[config.mk]
export PLATFORM = sky130hd
export DESIGN_NAME = sha256_hash_engine_core
export DESIGN_NICKNAME = d
export VERILOG_FILES = /design/src/rtl/shaeng_pkg.sv /design/src/rtl/sha256_hash_engine_core.sv /design/src/rtl/shaeng_wmem.sv /design/src/rtl/shaeng_round.sv /design/src/rtl/shaeng_ctrl.sv
export SDC_FILE = /design/constraint.sdc
export NUM_CORES = 2
export LEC_CHECK = 0
export ABC_AREA = 0
export CORE_UTILIZATION = 38
export DETAILED_ROUTE_END_ITERATION = 12
export DONT_BUFFER_PORTS = 1
export REMOVE_ABC_BUFFERS = 1
export SLEW_MARGIN = 15
export SYNTH_ARGS = -nofsm -noshare
export SYNTH_HDL_FRONTEND = slang
export SYNTH_SLANG_ARGS = --single-unit
export TNS_END_PERCENT = 5
[constraint.sdc]
create_clock -name clk -period 39.7 [get_ports clk]
set_clock_uncertainty 0.1 [all_clocks]
set_input_delay 3.97 -clock clk [delete_from_list [all_inputs] [get_ports clk]]
set_output_delay 3.97 -clock clk [all_outputs]
set_load 0.02 [all_outputs]
[src/rtl/shaeng_pkg.sv]
`timescale 1ns / 1ps
`default_nettype none
// ----------------------------------------------------------------------------
// shaeng_pkg: shared types, constants and functions of the SHA-256 engine
// Word and digest payloads, controller states, control bundles and the
// round functions of FIPS 180-4.
// ----------------------------------------------------------------------------
package shaeng_pkg;

  typedef struct packed {
    logic [31:0] data_word;
    logic [2:0]  byte_count;
    logic        last_word;
  } in_word_t;

  typedef struct packed {
    logic [63:0] digest_hi;
    logic [63:0] digest_mid_hi;
    logic [63:0] digest_mid_lo;
    logic [63:0] digest_lo;
  } digest_t;

  typedef enum logic [2:0] {
    ST_IDLE,
    ST_PAD,
    ST_RD_A,
    ST_RD_B,
    ST_SCHED,
    ST_ROUND,
    ST_ADD,
    ST_EMIT
  } state_t;

  typedef enum logic [2:0] {
    PD_FIRST,
    PD_MARK,
    PD_FILL,
    PD_LEN_LO,
    PD_DONE
  } pad_t;

  // Write port and two read addresses of the schedule memory
  typedef struct packed {
    logic        we;
    logic [3:0]  waddr;
    logic [31:0] wdata;
    logic [3:0]  raddr0;
    logic [3:0]  raddr1;
  } mem_req_t;

  // Controls from the sequencer to the round datapath
  typedef struct packed {
    logic       load_vars;
    logic       do_round;
    logic       add_hash;
    logic       init_hash;
    logic [5:0] round;
  } rnd_ctrl_t;

  localparam logic [31:0] MARK_WORD  = 32'h8000_0000;
  localparam logic [3:0]  LAST_SLOT  = 4'd15;
  localparam logic [3:0]  LEN_SLOT   = 4'd14;
  localparam logic [5:0]  LAST_ROUND = 6'd63;

  function automatic logic [31:0] rotr(input logic [31:0] x, input int unsigned n);
    rotr = (x >> n) | (x << (32 - n));
  endfunction

  function automatic logic [31:0] bsig0(input logic [31:0] x);
    bsig0 = rotr(x, 2) ^ rotr(x, 13) ^ rotr(x, 22);
  endfunction

  function automatic logic [31:0] bsig1(input logic [31:0] x);
    bsig1 = rotr(x, 6) ^ rotr(x, 11) ^ rotr(x, 25);
  endfunction

  function automatic logic [31:0] ssig0(input logic [31:0] x);
    ssig0 = rotr(x, 7) ^ rotr(x, 18) ^ (x >> 3);
  endfunction

  function automatic logic [31:0] ssig1(input logic [31:0] x);
    ssig1 = rotr(x, 17) ^ rotr(x, 19) ^ (x >> 10);
  endfunction

  function automatic logic [31:0] h_init(input logic [2:0] i);
    case (i)
      3'd0:    h_init = 32'h6a09e667;
      3'd1:    h_init = 32'hbb67ae85;
      3'd2:    h_init = 32'h3c6ef372;
      3'd3:    h_init = 32'ha54ff53a;
      3'd4:    h_init = 32'h510e527f;
      3'd5:    h_init = 32'h9b05688c;
      3'd6:    h_init = 32'h1f83d9ab;
      default: h_init = 32'h5be0cd19;
    endcase
  endfunction

  function automatic logic [31:0] k_const(input logic [5:0] r);
    case (r)
      6'd0:  k_const = 32'h428a2f98;  6'd1:  k_const = 32'h71374491;
      6'd2:  k_const = 32'hb5c0fbcf;  6'd3:  k_const = 32'he9b5dba5;
      6'd4:  k_const = 32'h3956c25b;  6'd5:  k_const = 32'h59f111f1;
      6'd6:  k_const = 32'h923f82a4;  6'd7:  k_const = 32'hab1c5ed5;
      6'd8:  k_const = 32'hd807aa98;  6'd9:  k_const = 32'h12835b01;
      6'd10: k_const = 32'h243185be;  6'd11: k_const = 32'h550c7dc3;
      6'd12: k_const = 32'h72be5d74;  6'd13: k_const = 32'h80deb1fe;
      6'd14: k_const = 32'h9bdc06a7;  6'd15: k_const = 32'hc19bf174;
      6'd16: k_const = 32'he49b69c1;  6'd17: k_const = 32'hefbe4786;
      6'd18: k_const = 32'h0fc19dc6;  6'd19: k_const = 32'h240ca1cc;
      6'd20: k_const = 32'h2de92c6f;  6'd21: k_const = 32'h4a7484aa;
      6'd22: k_const = 32'h5cb0a9dc;  6'd23: k_const = 32'h76f988da;
      6'd24: k_const = 32'h983e5152;  6'd25: k_const = 32'ha831c66d;
      6'd26: k_const = 32'hb00327c8;  6'd27: k_const = 32'hbf597fc7;
      6'd28: k_const = 32'hc6e00bf3;  6'd29: k_const = 32'hd5a79147;
      6'd30: k_const = 32'h06ca6351;  6'd31: k_const = 32'h14292967;
      6'd32: k_const = 32'h27b70a85;  6'd33: k_const = 32'h2e1b2138;
      6'd34: k_const = 32'h4d2c6dfc;  6'd35: k_const = 32'h53380d13;
      6'd36: k_const = 32'h650a7354;  6'd37: k_const = 32'h766a0abb;
      6'd38: k_const = 32'h81c2c92e;  6'd39: k_const = 32'h92722c85;
      6'd40: k_const = 32'ha2bfe8a1;  6'd41: k_const = 32'ha81a664b;
      6'd42: k_const = 32'hc24b8b70;  6'd43: k_const = 32'hc76c51a3;
      6'd44: k_const = 32'hd192e819;  6'd45: k_const = 32'hd6990624;
      6'd46: k_const = 32'hf40e3585;  6'd47: k_const = 32'h106aa070;
      6'd48: k_const = 32'h19a4c116;  6'd49: k_const = 32'h1e376c08;
      6'd50: k_const = 32'h2748774c;  6'd51: k_const = 32'h34b0bcb5;
      6'd52: k_const = 32'h391c0cb3;  6'd53: k_const = 32'h4ed8aa4a;
      6'd54: k_const = 32'h5b9cca4f;  6'd55: k_const = 32'h682e6ff3;
      6'd56: k_const = 32'h748f82ee;  6'd57: k_const = 32'h78a5636f;
      6'd58: k_const = 32'h84c87814;  6'd59: k_const = 32'h8cc70208;
      6'd60: k_const = 32'h90befffa;  6'd61: k_const = 32'ha4506ceb;
      6'd62: k_const = 32'hbef9a3f7;  default: k_const = 32'hc67178f2;
    endcase
  endfunction

endpackage
`default_nettype wire

[src/rtl/sha256_hash_engine_core.sv]
`timescale 1ns / 1ps
`default_nettype none
// ----------------------------------------------------------------------------
// sha256_hash_engine_core: SHA-256 hash engine
// Streams a message in 32-bit big-endian words and returns its digest.
// ----------------------------------------------------------------------------
// A message arrives as 32-bit words on the word channel, first byte in bits
// 31:24. Every word but the last carries four bytes; the word flagged
// last_word carries byte_count bytes (0 to 4, larger counts act as 4) from
// the top. The engine pads the message itself (marker byte, zeros, 64-bit
// bit length, with an extra block when needed) and returns one 256-bit
// digest on the digest channel, H0 in the top half of digest_hi. A word
// that does not close a 512-bit block is written into the block memory.
// The sixteenth word of a block starts a compression (read and round
// states for rounds 0 to 15; read, second read, schedule and round states
// for rounds 16 to 63; a state to fold in the chaining value), shaped by
// the single block memory with two read ports that holds both the block
// and the rolling schedule; no word is taken meanwhile. After the last
// word, padding runs one or two more compressions, writing one word per
// cycle ahead of each, then the digest lands in an output register, which
// frees the engine for the next message while the digest waits to be taken.
// ----------------------------------------------------------------------------
module sha256_hash_engine_core
  import shaeng_pkg::*;
(
  input  logic     clk,
  input  logic     rst,
  input  logic     word_valid,
  output logic     word_ready,
  input  in_word_t word,
  output logic     digest_valid,
  input  logic     digest_ready,
  output digest_t  digest
);

  mem_req_t         mem_req;
  rnd_ctrl_t        rnd;
  logic [31:0]      rdata0;
  logic [31:0]      rdata1;
  logic [31:0]      w_word;
  logic [7:0][31:0] hash_words;
  logic             out_free;
  logic             emit;

  // The output register may take a new digest when empty or being drained
  assign out_free = !digest_valid || digest_ready;

  shaeng_ctrl u_ctrl (
    .clk      (clk),
    .rst      (rst),
    .in_valid (word_valid),
    .in_word  (word),
    .in_ready (word_ready),
    .mem_req  (mem_req),
    .rdata0   (rdata0),
    .rdata1   (rdata1),
    .rnd      (rnd),
    .w_word   (w_word),
    .out_free (out_free),
    .emit     (emit)
  );

  shaeng_wmem u_wmem (
    .clk    (clk),
    .req    (mem_req),
    .rdata0 (rdata0),
    .rdata1 (rdata1)
  );

  shaeng_round u_round (
    .clk        (clk),
    .rst        (rst),
    .ctrl       (rnd),
    .w_word     (w_word),
    .hash_words (hash_words)
  );

  // Hold the digest until taken; the chaining value resets in the same cycle
  always_ff @(posedge clk) begin
    if (rst) begin
      digest_valid <= 1'b0;
    end else if (emit) begin
      digest_valid <= 1'b1;
    end else if (digest_ready) begin
      digest_valid <= 1'b0;
    end
  end

  always_ff @(posedge clk) begin
    if (emit) begin
      digest.digest_hi     <= {hash_words[0], hash_words[1]};
      digest.digest_mid_hi <= {hash_words[2], hash_words[3]};
      digest.digest_mid_lo <= {hash_words[4], hash_words[5]};
      digest.digest_lo     <= {hash_words[6], hash_words[7]};
    end
  end

endmodule
`default_nettype wire

[src/rtl/shaeng_wmem.sv]
`timescale 1ns / 1ps
`default_nettype none
// ----------------------------------------------------------------------------
// shaeng_wmem: block and schedule word memory
// 16 x 32 bits, one write port, two read ports with registered read data.
// ----------------------------------------------------------------------------
module shaeng_wmem
  import shaeng_pkg::*;
(
  input  logic        clk,
  input  mem_req_t    req,
  output logic [31:0] rdata0,
  output logic [31:0] rdata1
);

  logic [31:0] mem [16];

  always_ff @(posedge clk) begin
    if (req.we) begin
      mem[req.waddr] <= req.wdata;
    end
  end

  always_ff @(posedge clk) begin
    rdata0 <= mem[req.raddr0];
    rdata1 <= mem[req.raddr1];
  end

endmodule
`default_nettype wire

[src/rtl/shaeng_round.sv]
`timescale 1ns / 1ps
`default_nettype none
// ----------------------------------------------------------------------------
// shaeng_round: working variables, chaining value and one compression round
// Loads a..h from the chaining value, runs one round per strobe and folds
// the result back into the chaining value.
// ----------------------------------------------------------------------------
module shaeng_round
  import shaeng_pkg::*;
(
  input  logic             clk,
  input  logic             rst,
  input  rnd_ctrl_t        ctrl,
  input  logic [31:0]      w_word,
  output logic [7:0][31:0] hash_words
);

  logic [31:0] v [8];
  logic [31:0] hash [8];
  logic [31:0] t1;
  logic [31:0] t2;

  always_comb begin
    t1 = v[7] + bsig1(v[4]) + ((v[4] & v[5]) ^ (~v[4] & v[6])) + k_const(ctrl.round) + w_word;
    t2 = bsig0(v[0]) + ((v[0] & v[1]) ^ (v[0] & v[2]) ^ (v[1] & v[2]));
  end

  always_ff @(posedge clk) begin
    if (ctrl.load_vars) begin
      for (int i = 0; i < 8; i++) v[i] <= hash[i];
    end else if (ctrl.do_round) begin
      v[7] <= v[6];
      v[6] <= v[5];
      v[5] <= v[4];
      v[4] <= v[3] + t1;
      v[3] <= v[2];
      v[2] <= v[1];
      v[1] <= v[0];
      v[0] <= t1 + t2;
    end
  end

  always_ff @(posedge clk) begin
    if (rst || ctrl.init_hash) begin
      for (int i = 0; i < 8; i++) hash[i] <= h_init(3'(i));
    end else if (ctrl.add_hash) begin
      for (int i = 0; i < 8; i++) hash[i] <= hash[i] + v[i];
    end
  end

  always_comb begin
    for (int i = 0; i < 8; i++) hash_words[i] = hash[i];
  end

endmodule
`default_nettype wire

[src/rtl/shaeng_ctrl.sv]
`timescale 1ns / 1ps
`default_nettype none
// ----------------------------------------------------------------------------
// shaeng_ctrl: word intake, padding and round sequencer
// Writes words into the schedule memory, pads the final block, steps the
// memory reads for each round and computes extended schedule words.
// ----------------------------------------------------------------------------
module shaeng_ctrl
  import shaeng_pkg::*;
(
  input  logic        clk,
  input  logic        rst,
  input  logic        in_valid,
  input  in_word_t    in_word,
  output logic        in_ready,
  output mem_req_t    mem_req,
  input  logic [31:0] rdata0,
  input  logic [31:0] rdata1,
  output rnd_ctrl_t   rnd,
  output logic [31:0] w_word,
  input  logic        out_free,
  output logic        emit
);

  state_t      state;
  state_t      state_next;
  pad_t        pad_stage;
  pad_t        pad_next;
  logic [3:0]  pos;
  logic [63:0] bits;
  logic [5:0]  round;
  logic        msg_end;
  logic [31:0] pad_word;
  logic        need_mark;
  logic [31:0] x2;
  logic [31:0] x15;
  logic [31:0] w_reg;
  logic [31:0] w_next;

  logic        accept;
  logic        push;
  logic [31:0] push_word;
  logic        early;
  logic [2:0]  cnt_c;
  logic [31:0] last_merged;

  assign accept = (state == ST_IDLE) && in_valid;
  assign early  = (round < 6'd16);
  assign cnt_c  = (in_word.byte_count > 3'd4) ? 3'd4 : in_word.byte_count;
  assign w_next = ssig1(x2) + rdata0 + ssig0(x15) + rdata1;
  assign w_word = early ? rdata0 : w_reg;

  // Keep the valid top bytes of a short last word and place the marker below
  always_comb begin
    case (cnt_c)
      3'd0:    last_merged = 32'h8000_0000;
      3'd1:    last_merged = {in_word.data_word[31:24], 24'h80_0000};
      3'd2:    last_merged = {in_word.data_word[31:16], 16'h8000};
      3'd3:    last_merged = {in_word.data_word[31:8], 8'h80};
      default: last_merged = in_word.data_word;
    endcase
  end

  // Outputs of each state
  always_comb begin
    in_ready       = 1'b0;
    push           = 1'b0;
    push_word      = '0;
    pad_next       = pad_stage;
    emit           = 1'b0;
    mem_req.raddr0 = round[3:0];
    mem_req.raddr1 = round[3:0] + 4'd1;
    rnd.do_round   = 1'b0;
    rnd.add_hash   = 1'b0;
    case (state)
      ST_IDLE: begin
        in_ready  = 1'b1;
        push      = in_valid && !in_word.last_word;
        push_word = in_word.data_word;
      end
      ST_PAD: begin
        push = 1'b1;
        case (pad_stage)
          PD_FIRST: begin
            push_word = pad_word;
            pad_next  = need_mark ? PD_MARK : PD_FILL;
          end
          PD_MARK: begin
            push_word = MARK_WORD;
            pad_next  = PD_FILL;
          end
          PD_FILL: begin
            if (pos == LEN_SLOT) begin
              push_word = bits[63:32];
              pad_next  = PD_LEN_LO;
            end else begin
              push_word = '0;
            end
          end
          PD_LEN_LO: begin
            push_word = bits[31:0];
            pad_next  = PD_DONE;
          end
          default: begin
            push      = 1'b0;
            push_word = '0;
          end
        endcase
      end
      ST_RD_A: begin
        // Early rounds read the block word; later ones fetch W[r-2], W[r-15]
        mem_req.raddr0 = early ? round[3:0] : round[3:0] - 4'd2;
        mem_req.raddr1 = round[3:0] + 4'd1;
      end
      ST_RD_B: begin
        // Fetch W[r-7] and W[r-16]
        mem_req.raddr0 = round[3:0] + 4'd9;
        mem_req.raddr1 = round[3:0];
      end
      ST_ROUND: rnd.do_round = 1'b1;
      ST_ADD:   rnd.add_hash = 1'b1;
      ST_EMIT:  emit = out_free;
      default: begin
        in_ready = 1'b0;
      end
    endcase
    mem_req.we    = push || (state == ST_SCHED);
    mem_req.waddr = push ? pos : round[3:0];
    mem_req.wdata = push ? push_word : w_next;
    rnd.load_vars = push && (pos == LAST_SLOT);
    rnd.init_hash = emit;
    rnd.round     = round;
  end

  // Next state
  always_comb begin
    state_next = state;
    case (state)
      ST_IDLE: begin
        if (accept) begin
          if (in_word.last_word) begin
            state_next = ST_PAD;
          end else if (pos == LAST_SLOT) begin
            state_next = ST_RD_A;
          end
        end
      end
      ST_PAD: begin
        if (pos == LAST_SLOT) begin
          state_next = ST_RD_A;
        end
      end
      ST_RD_A:  state_next = early ? ST_ROUND : ST_RD_B;
      ST_RD_B:  state_next = ST_SCHED;
      ST_SCHED: state_next = ST_ROUND;
      ST_ROUND: state_next = (round == LAST_ROUND) ? ST_ADD : ST_RD_A;
      ST_ADD: begin
        if (!msg_end) begin
          state_next = ST_IDLE;
        end else if (pad_stage == PD_DONE) begin
          state_next = ST_EMIT;
        end else begin
          state_next = ST_PAD;
        end
      end
      ST_EMIT: begin
        if (out_free) begin
          state_next = ST_IDLE;
        end
      end
      default: state_next = ST_IDLE;
    endcase
  end

  always_ff @(posedge clk) begin
    if (rst) begin
      state     <= ST_IDLE;
      pad_stage <= PD_DONE;
      pos       <= '0;
      bits      <= '0;
      round     <= '0;
      msg_end   <= 1'b0;
    end else begin
      state <= state_next;
      if (push) begin
        pos <= pos + 4'd1;
      end
      if (state == ST_PAD) begin
        pad_stage <= pad_next;
      end
      if (rnd.load_vars) begin
        round <= '0;
      end else if (rnd.do_round) begin
        round <= round + 6'd1;
      end
      if (accept && in_word.last_word) begin
        bits      <= bits + {58'd0, cnt_c, 3'b000};
        msg_end   <= 1'b1;
        pad_stage <= PD_FIRST;
      end else if (accept) begin
        bits <= bits + 64'd32;
      end
      if (emit) begin
        bits    <= '0;
        msg_end <= 1'b0;
      end
    end
  end

  always_ff @(posedge clk) begin
    if (accept && in_word.last_word) begin
      pad_word  <= last_merged;
      need_mark <= (cnt_c == 3'd4);
    end
    if (state == ST_RD_B) begin
      x2  <= rdata0;
      x15 <= rdata1;
    end
    if (state == ST_SCHED) begin
      w_reg <= w_next;
    end
  end

endmodule
`default_nettype wire
==> results.json <==
{
  "regMostFlops": "u_wmem.mem",
  "cts_tree": "built",
  "synthTopCellsByArea": "edfxtp_1 (47%), mux4_2 (7.2%), ha_1 (5.5%)",
  "timing.fmax_ghz": 0.1102,
  "die_h_um": 487.4,
  "critical_path_arrival_ns": 9.63,
  "grt_pass1_vias": 59874,
  "ys_types": 99,
  "yosysTopAreaCell": "edfxtp_1",
  "switching_share_pct": 43.85,
  "endpoint_kind": "register",
  "overflow": 0,
  "timing.final.setup_violations": 0,
  "async_reset_ff_share_pct": 0,
  "top_usage_layer": "met2",
  "outcome": "complete, no violations",
  "cts_root_buf": "clkbuf_16",
  "ir_drop_mv": 0.1985,
  "clock-sinks": 1584,
  "ys_seq_area_share_pct": 51.17,
  "dp_hpwl_mm": 207.2,
  "placement.io_buffers": 0,
  "area_growth_pct": 10.66,
  "antenna_found_initial": 22,
  "p_leak_nw": 35.83,
  "drt-vias-per-instance": 5.848,
  "cpMostUsedCell": "fa_1",
  "track_usage_pct": 24.23,
  "chipWidth_um": 487.4,
  "grt_start_max_net_pins": 214,
  "worst-setup-path-type": "register to register",
  "drive_above_1_share_pct": 10.28,
  "nets": 8073,
  "synth_edf_count": 1409,
  "synth_top_area_share_pct": 47.26,
  "post_cts_buffers": 0,
  "use_met1_pct": 33.52,
  "drt_pre_antenna_iters": 5,
  "intPower_mw": 5.164,
  "ctsHoldBuffers": 0,
  "tns_ns": 0,
  "required_ns": 40.25,
  "dieArea_um2": 237500,
  "ys.flop_type": "edfxtp_1",
  "avgSynthCellArea_um2": 11.88,
  "grt_pass1_wl_mm": 421.3,
  "ioPinCount": 298,
  "pwr-share-clk_pct": 18.4,
  "placed_cell_area_um2": 93160,
  "cts_buffers": 169,
  "drc_errors": 0,
  "ys.warnings.count": 0,
  "cts_resized": 0,
  "post-route-util_pct": 42.44,
  "hold_class": "register to register",
  "rsz0062_at_grt": "no",
  "start_kind": "register",
  "drtIter0Drc": 7433,
  "fin_crit_ns": 9.078,
  "synth_seq_cells": 1584,
  "slew-limit-headroom_pct": 17.63,
  "fillers": 21663,
  "grt_use_met3_pct": 4.541,
  "largest_reg_flops": 512,
  "core_um2": 233400,
  "clkTransAtPathRegs_ns": 0.06,
  "hold_viol": 0,
  "syn_inst": 7533,
  "drv_cap": 0,
  "syn_area_um2": 89530,
  "routed_wl_mm": 291.8,
  "combinationalPowerShare_pct": 55.8,
  "net-switching-power_mw": 4.033,
  "wl_per_cell_um": 27.23,
  "rows": 177,
  "seq_power_share_pct": 25.8,
  "use_met2_pct": 37.53,
  "fin_crit_sh_pct": 22.87,
  "clk_path_buf_depth": 3,
  "critPathSlowestCell": "fa_1",
  "clk_latency_ns": 0.87,
  "start_util_pct": 38.35,
  "fin_area_um2": 99080,
  "power.density_nw_per_um2": 92.82,
  "final_antenna_net_count": 0,
  "gp_congestion": 0.9709,
  "worstPathMaxFanout": 39,
  "num_vias": 62671,
  "critPathMaxStageDelay_ns": 0.59,
  "worst_pin_slew_ns": 1.229,
  "drv_slew": 0,
  "htreeDepth": 4
}
[synth_stat cells, types with 17 or more instances]
master	instances
a211oi_1	78
a21o_1	147
a21oi_1	464
a221oi_1	27
a31oi_1	55
and2_1	34
and3_1	52
buf_1	38
buf_2	32
clkbuf_1	285
dfxtp_1	175
edfxtp_1	1409
fa_1	196
ha_1	397
inv_1	279
maj3_1	22
mux2_2	45
mux2i_1	62
mux4_2	288
nand2_1	1064
nand2b_1	55
nand3_1	129
nand4_1	38
nor2_1	453
nor2b_1	108
nor3_1	115
o211ai_1	40
o21a_1	76
o21ai_0	358
o21bai_1	33
o221ai_1	17
o22ai_1	22
o31ai_1	18
or3_1	37
xnor2_1	396
xor2_1	213
[power by group through the flow]
| stage | Combinational (mW) | Sequential [mW] | Clock [mW] |
|---|---|---|---|
| floorplan | 3.69 | 2.34 | 0 |
| global route | 5.63 | 2.38 | 1.77 |
| finish | 5.13 | 2.38 | 1.69 |
| CTS | 5.10 | 2.37 | 1.71 |
| global placement | 5.00 | 2.40 | 0 |
| detailed placement | 5.07 | 2.41 | 0 |
[layout make-up]
type	instances	area (µm²)	share of cell area [%]
multi-input combinational	5308	41590	41.98
antenna	5	12.51	0.01263
sequential	1584	45810	46.24
tap	3132	3919	3.955
timing repair buffer	94	780.7	0.7880
inverter	283	1064	1.073
clock inverter	92	1294	1.306
clock buffer	218	4597	4.640
[cell usage in the layout, fill, tap and decap left out, drive strengths merged, types with 18 or more instances in the layout]
master,synthesis,layout
clkbuf,286,218
xor2,213,213
nor3,117,117
a221oi,27,27
bufinv,0,21
nand3,130,130
o21bai,33,33
clkinv,3,58
o211ai,40,40
mux2i,62,62
nor2,454,454
o22ai,22,22
o21a,76,76
nor2b,108,108
fa,196,196
nand2,1064,1064
buf,72,94
o31ai,18,18
edfxtp,1409,1409
mux2,45,45
and3,55,55
a21o,147,147
maj3,22,22
and2,34,34
ha,397,397
nand2b,55,55
a31oi,55,55
a21oi,464,464
mux4,288,288
dfxtp,175,175
nand4,39,39
inv,280,290
xnor2,396,396
a211oi,78,78
o21ai,362,362
or3,39,39
[per-stage QoR]
| stage | setup slack, ns | power (mW) | std cells | hold slack [ns] |
|---|---|---|---|---|
| final | 30.62 | 9.197 | 10716 | 0.3922 |
| after global routing | 30.18 | 9.783 | 10716 | 0.4051 |
| after CTS | 30.73 | 9.181 | 10711 | 0.3964 |
| after detailed placement | 30.79 | 7.475 | 10401 | 0.3805 |
| after global placement | 30.85 | 7.401 | 10401 | 0.3776 |
| after floorplan | 1.680 | 6.021 | 7175 | 0.3290 |
[worst max-delay path: cells and delay by family, from the launching register on]
family          cells  cell delay (ns)
compound gates     14             3.25
xor+xnor            1             0.24
fa+ha+maj           6             2.81
buf+inv             3             0.62
flops               1             0.39
mux                 1             0.44
simple gates        4             1.02
[kinds of logic after synthesis]
group	Yosys count	synth area share [%]
AND/OR/NAND/NOR	2181	10.85
buffers and inverters	641	2.749
AO/OA/AOI/OAI	1507	10.56
adder cells (fa/ha/maj)	615	10.18
flip-flops	1584	51.17
XOR/XNOR	610	5.984
multiplexers	395	8.504
[per-layer routing]
layer  wire, µm  vias up
met4      12480       10
met5         62        -
li1           -    27568
met2     131600     2934
met1     122900    31644
met3      24780      515
[final timing paths]
path                                     startpoint                         end  slack, ns  cells after the start
setup / recovery       u_ctrl.round[4]$_SDFFE_PP0P_  u_round.v[0][29]$_DFFE_PP_      30.62                     29
hold / removal    u_round.hash[0][48]$_SDFFCE_PN1P_       digest[208]$_DFFE_PP_       0.39                      0
setup reg to reg       u_ctrl.round[4]$_SDFFE_PP0P_  u_round.v[0][29]$_DFFE_PP_      30.62                     29
hold reg to reg   u_round.hash[0][48]$_SDFFCE_PN1P_       digest[208]$_DFFE_PP_       0.39                      0
Power figures use the tool's default switching activity.
